==> config.mk <==
export PLATFORM = sky130hd
export DESIGN_NAME = ddseq_ctrl
export DESIGN_NICKNAME = d
export VERILOG_FILES = /design/src/rtl/core/ddseq_pkg.sv /design/src/rtl/core/ddseq_ctrl.sv
export SDC_FILE = /design/constraint.sdc
export NUM_CORES = 1
export LEC_CHECK = 0
export BUFFER_PORTS_ARGS = -buffer_cell sky130_fd_sc_hd__buf_2
export CAP_MARGIN = 20
export CORE_AREA = 2 2 39 41
export CTS_CLUSTER_DIAMETER = 120
export DETAILED_ROUTE_END_ITERATION = 8
export DIE_AREA = 0 0 41 43
export PLACE_DENSITY = 0.51
export SLEW_MARGIN = 5
export SYNTH_ARGS = -nofsm -noshare
export SYNTH_HDL_FRONTEND = slang
export SYNTH_SLANG_ARGS = --single-unit
==> constraint.sdc <==
create_clock -name clk -period 3.7 [get_ports clk]
set_clock_uncertainty 0.2 [all_clocks]
set_input_delay 0.555 -clock clk [delete_from_list [all_inputs] [get_ports clk]]
set_output_delay 0.555 -clock clk [all_outputs]
set_load 0.03 [all_outputs]
==> src/rtl/core/ddseq_pkg.sv <==
// ----------------------------------------------------------------------------
// ddseq_pkg
// Shared types and constants for the dtmf dial digit sequencer.
// ----------------------------------------------------------------------------
package ddseq_pkg;

    localparam int MAX_DIGITS = 10;
    localparam int IDX_W      = $clog2(MAX_DIGITS + 2);

    typedef logic [IDX_W-1:0] idx_t;

    localparam logic [3:0]  ZERO_CODE  = 4'd10;
    localparam idx_t        LEAD_COUNT = idx_t'(MAX_DIGITS + 1);
    localparam idx_t        FULL_COUNT = idx_t'(MAX_DIGITS);
    localparam logic [31:0] RECIP_TEN  = 32'hCCCC_CCCD;
    localparam int          RECIP_SHR  = 35;

    typedef struct packed {
        logic [31:0] dial_number;
        logic [3:0]  digit_count;
    } in_word_t;

    typedef struct packed {
        logic [3:0] digit_code;
        logic       last_digit;
    } out_word_t;

    typedef struct packed {
        logic load;
        logic divide;
        logic lead;
        logic emit;
    } ddseq_cmd_t;

    typedef struct packed {
        logic fill_last;
        logic emit_last;
        logic lead_pending;
    } ddseq_status_t;

endpackage

==> src/rtl/core/ddseq_ctrl.sv <==
// ----------------------------------------------------------------------------
// ddseq_ctrl
// Sequencer for accept, digit extraction and word emission.
// ----------------------------------------------------------------------------
module ddseq_ctrl
    import ddseq_pkg::*;
(
    input  logic          clk,
    input  logic          rst_n,
    input  logic          in_valid,
    output logic          in_ready,
    output logic          out_valid,
    input  logic          out_ready,
    input  ddseq_status_t status,
    output ddseq_cmd_t    cmd
);

    typedef enum logic [1:0] {
        ST_IDLE,
        ST_CONVERT,
        ST_LEAD,
        ST_EMIT
    } state_t;

    state_t state_reg, state_next;
    logic   out_valid_reg, out_valid_next;
    logic   slot_free;

    assign slot_free = !out_valid_reg || out_ready;
    assign in_ready  = (state_reg == ST_IDLE);
    assign out_valid = out_valid_reg;

    always_comb
    begin
        state_next     = state_reg;
        out_valid_next = out_valid_reg && !out_ready;
        cmd            = '0;
        unique case (state_reg)
            ST_IDLE:
            begin
                if (in_valid)
                begin
                    cmd.load   = 1'b1;
                    state_next = ST_CONVERT;
                end
            end
            ST_CONVERT:
            begin
                cmd.divide = 1'b1;
                if (status.fill_last)
                    state_next = status.lead_pending ? ST_LEAD : ST_EMIT;
            end
            ST_LEAD:
            begin
                if (slot_free)
                begin
                    cmd.lead       = 1'b1;
                    out_valid_next = 1'b1;
                    state_next     = ST_EMIT;
                end
            end
            ST_EMIT:
            begin
                if (slot_free)
                begin
                    cmd.emit       = 1'b1;
                    out_valid_next = 1'b1;
                    if (status.emit_last)
                        state_next = ST_IDLE;
                end
            end
            default:
            begin
                state_next = ST_IDLE;
            end
        endcase
    end

    always_ff @(posedge clk or negedge rst_n)
    begin
        if (!rst_n)
        begin
            state_reg     <= ST_IDLE;
            out_valid_reg <= 1'b0;
        end
        else
        begin
            state_reg     <= state_next;
            out_valid_reg <= out_valid_next;
        end
    end

endmodule

---- Word-level counts from Yosys, hierarchy flattened ----
Cells that the tools add are included.
storage, ports and cells
  flip-flop bits (word level) ............. 3
  input port bits ......................... 7
  output and inout bits ................... 6
  word-level logic and storage cells ...... 32
operators by class
  eq/ne operators ......................... 8
  multiplexer cells ....................... 15
  reduce and logical (&&, ||, !) cells .... 7
operators by type and width
  operator            count
  $mux 2              5
  $ne 2x2->1 const B  5
  $mux 1              9
  $pmux 2 s4          1
  $reduce_and 5->1    1
  $eq 2x2->1 const B  2
  $eq 2x1->1 const B  1
  $logic_not 1->1     2
  $logic_not 2->1     1
  $reduce_or 2->1     1
  $logic_and 1x1->1   1
  $logic_or 1x1->1    1

---- Logic depth before layout (Yosys ltp) ----
  depth in word-level cells ............... 4
  depth in mapped cells ................... 5
  mapped depth without buffers ............ 5

---- Worst setup path before layout ----
No wires, ideal clock.
  kind .................................... reg2out
  from .................................... register state_reg[0]
  to ...................................... output cmd[3] (netlist bit)
  data arrival time ....................... 1227 ps
  data required time ...................... 2945 ps
  setup slack ............................. 1718 ps
  stages on the path, launching flop included .. 4
  buffers on the path ..................... 0
  path through ............................ dfrtp_1 -> inv_1 -> ha_1 -> and2_1
RTL lines
  item                      RTL line          text
  start: declaration        ddseq_ctrl.sv:25  state_t state_reg, state_next;
  start signal: assignment  ddseq_ctrl.sv:88  state_reg <= state_next;
  end: declaration          ddseq_ctrl.sv:15  output ddseq_cmd_t cmd

==> impl_metrics.env <==
export IMPL_yosysWarnings=0
export IMPL_syn_avg_cell_area_sq_um=11.7
export IMPL_finalSetupViolCount=0
export IMPL_r2r_setup_slack_ps=2020
export IMPL_fin_setup_tns_ps=0
export IMPL_slew_violations=0
export IMPL_rsz0062_at_grt="false"
export IMPL_fmax_ghz=0.481
export IMPL_antenna_found_initial=0
export IMPL_grt_max_degree=6
export IMPL_ctsHoldBuffers=1
export IMPL_criticalPathCategory="reg -> out"
export IMPL_largest_reg_flops=2
export IMPL_grt_pass1_wl_um=793
export IMPL_crit_start="state_reg[0]$_DFFE_PN0P_"
export IMPL_synthAdderAreaFrac=0.186
export IMPL_r2r_start="state_reg[0]$_DFFE_PN0P_"
export IMPL_min_period_over_period=0.562
export IMPL_critPathBufInv=2
export IMPL_routed_wl_um=472
export IMPL_critPathTopFamily="flip-flops"
export IMPL_syn2layout_area_growth_pct=43.3
export IMPL_status="completed"
export IMPL_ant_nets=0
export IMPL_crit_fanout=4
export IMPL_fin_nets=52
export IMPL_critical_path_cell_chain="inv_1, ha_1, and2_1, buf_2"
export IMPL_syn_area_sq_um=269
export IMPL_synth_yosys_seq_area_share=0.279
export IMPL_die_height_um=43
export IMPL_worstHoldPathType="reg -> reg"
export IMPL_insertion_delay_ps=230
export IMPL_p_leak_nw=0.204
export IMPL_intPower_mw=0.198
export IMPL_combPwrFrac=0.661
export IMPL_reg2regPathDepth=5
export IMPL_dr_pass1_iters=2
export IMPL_final_cells=56
export IMPL_grt_use_total=0.0714
export IMPL_power_frac_seq=0.190
export IMPL_place_area_sq_um=349
export IMPL_cts_num_sinks=3
export IMPL_min_period_ps=2080
export IMPL_design_area_sq_um=385
export IMPL_max_vdd_ir_drop_v=0.000330
export IMPL_clk_pin_slew_ps=40
export IMPL_drc=0
export IMPL_total_power_mw=0.379
export IMPL_drt_initial_drc_count=2
export IMPL_synth_simple_area_share=0.288
export IMPL_hold_viol=0
export IMPL_max_cap_viol_count=0
export IMPL_cellPowerDensity_nw_per_um2=982
export IMPL_cts_root_buf="clkbuf_4"
export IMPL_row_count=14
export IMPL_slew_headroom=0.864
export IMPL_die_area_sq_um=1760
export IMPL_core_area_sq_um=1380
export IMPL_holdPathStages=2
export IMPL_ios=13
export IMPL_cts_resized=0
export IMPL_critPathArrivalTime_ps=1320
export IMPL_grt_ovfl_total=0
export IMPL_synthXorXnorAreaFrac=0
export IMPL_vias_per_cell=3.75
export IMPL_cts_buffers=3
export IMPL_required_ps=2940
export IMPL_reg2reg_to="state_reg[1]$_DFFE_PN0P_"
export IMPL_end_kind="output port"
export IMPL_synth_cell_types=14
export IMPL_drive_gt1_frac=0.500
export IMPL_ys_ff_latch=3
export IMPL_numPortBuffers=12
export IMPL_crit_path_max_incr_delay_ps=410
export IMPL_fill_cells=156
export IMPL_slowest_stage="dfrtp_1"
export IMPL_cts_max_level=1
export IMPL_netSwitchingPower_mw=0.181
export IMPL_synth_top_family_by_area="simple AND/OR/NAND/NOR gates"
export IMPL_grt_pass1_vias=194
export IMPL_switching_share=0.478
export IMPL_syn_inst=23
export IMPL_muxShareOfSynthArea=0.0930
export IMPL_cts_setup_buffers=0
export IMPL_crit_path_start_kind="flip-flop"
export IMPL_p_clk_frac=0.149
export IMPL_clockBufferDepth=2
export IMPL_diodes=0
export IMPL_tightest_slew_ps=204
export IMPL_die_x_um=41
export IMPL_routedWlPerCell_um=8.43
export IMPL_whs_endpoint="out_valid$_DFF_PN0_"
export IMPL_cts_tree="yes"
export IMPL_synth_compound_area_frac=0.126
export IMPL_initial_core_util=0.194
export IMPL_min_from="out_valid$_DFF_PN0_"
export IMPL_synth_fp_nets=34
export IMPL_dp_cells=51
export IMPL_gp_congestion=0.669
export IMPL_vias=210
==> per-stage QoR <==
step	hold WS (ps)	worst slack, ps	util
2_1_floorplan	59.4	1720	-
3_3_place_gp	152	1820	0.252
3_5_place_dp	152	1820	0.252
4_1_cts	361	1610	0.278
5_1_grt	384	1500	0.278
6_report	349	1620	0.278
==> power groups by stage <==
stage / combinational [mW] / sequential [mW] / clock (mW)
2_1_floorplan: 0.197 / 0.0786 / 0
3_3_place_gp: 0.252 / 0.0725 / 0
3_5_place_dp: 0.252 / 0.0724 / 0
4_1_cts: 0.255 / 0.0720 / 0.0595
5_1_grt: 0.274 / 0.0765 / 0.0648
6_report: 0.250 / 0.0719 / 0.0565
==> worst register-to-register path, cell delays in order (launching register included) <==
cell and delay, ps:
dfrtp_1 410, inv_1 140, ha_1 230, nor2_4 60, o2111ai_4 210, mux2_4 310
==> routing by layer <==
metal,track usage,share of wire
met1,0.0906,0.53
met2,0.0781,0.36
met3,0.0471,0.11
met4,0.0600,0
met5,0,0
==> cell usage in the layout (no fill, tap or decap) <==
| cell | instances |
|---|---|
| buf_2 | 12 |
| ha_1 | 4 |
| and2_1 | 3 |
| clkbuf_4 | 3 |
| dfrtp_1 | 3 |
| inv_1 | 2 |
| nand2b_1 | 2 |
| nand2b_4 | 1 |
| nor2_4 | 1 |
| nand2_1 | 1 |
| nand2b_2 | 1 |
| o2111ai_4 | 1 |
| mux2_4 | 1 |
| and3b_1 | 1 |
| a211oi_1 | 1 |
| mux2i_1 | 1 |
| clkbuf_1 | 1 |
| dlygate4sd3_1 | 1 |
==> synthesized netlist by cell type <==
cell       number  area [sq um]
mux2i_1         1          10.0
nor2_4          1          11.3
ha_1            4          50.1
nand2b_1        2          12.5
a211oi_1        1          7.51
mux2_4          1          15.0
nand2b_4        1          13.8
and3b_1         1          8.76
inv_1           2          7.51
dfrtp_1         3          75.1
and2_1          3          18.8
nand2b_2        1          8.76
nand2_1         1          3.75
o2111ai_4       1          26.3
==> cell type report <==
cell class | instances | area (sq um) | share of cell area
well taps | 16 | 20.0 | 0.0519
inverters | 2 | 7.51 | 0.0195
flip-flops and latches | 3 | 75.1 | 0.195
multi-input cells | 18 | 186 | 0.484
repair buffers | 13 | 70.1 | 0.182
clock buffers | 4 | 26.3 | 0.0682
==> cells by family after synthesis <==
logic type / count (synthesis)
flops: 3
fa+ha+maj: 4
simple gates: 10
mux: 2
compound gates: 2
buf+inv: 2
==> how the worst max path moves through the flow <==
stage / endpoint / cells past startpoint
global placement: cmd[1] / 4
detailed placement: cmd[0] / 4
floorplan: cmd[3] / 3
finish: cmd[3] / 4
global route: cmd[3] / 4
CTS: cmd[1] / 4
Note: power is estimated with default switching activity, not from simulation.
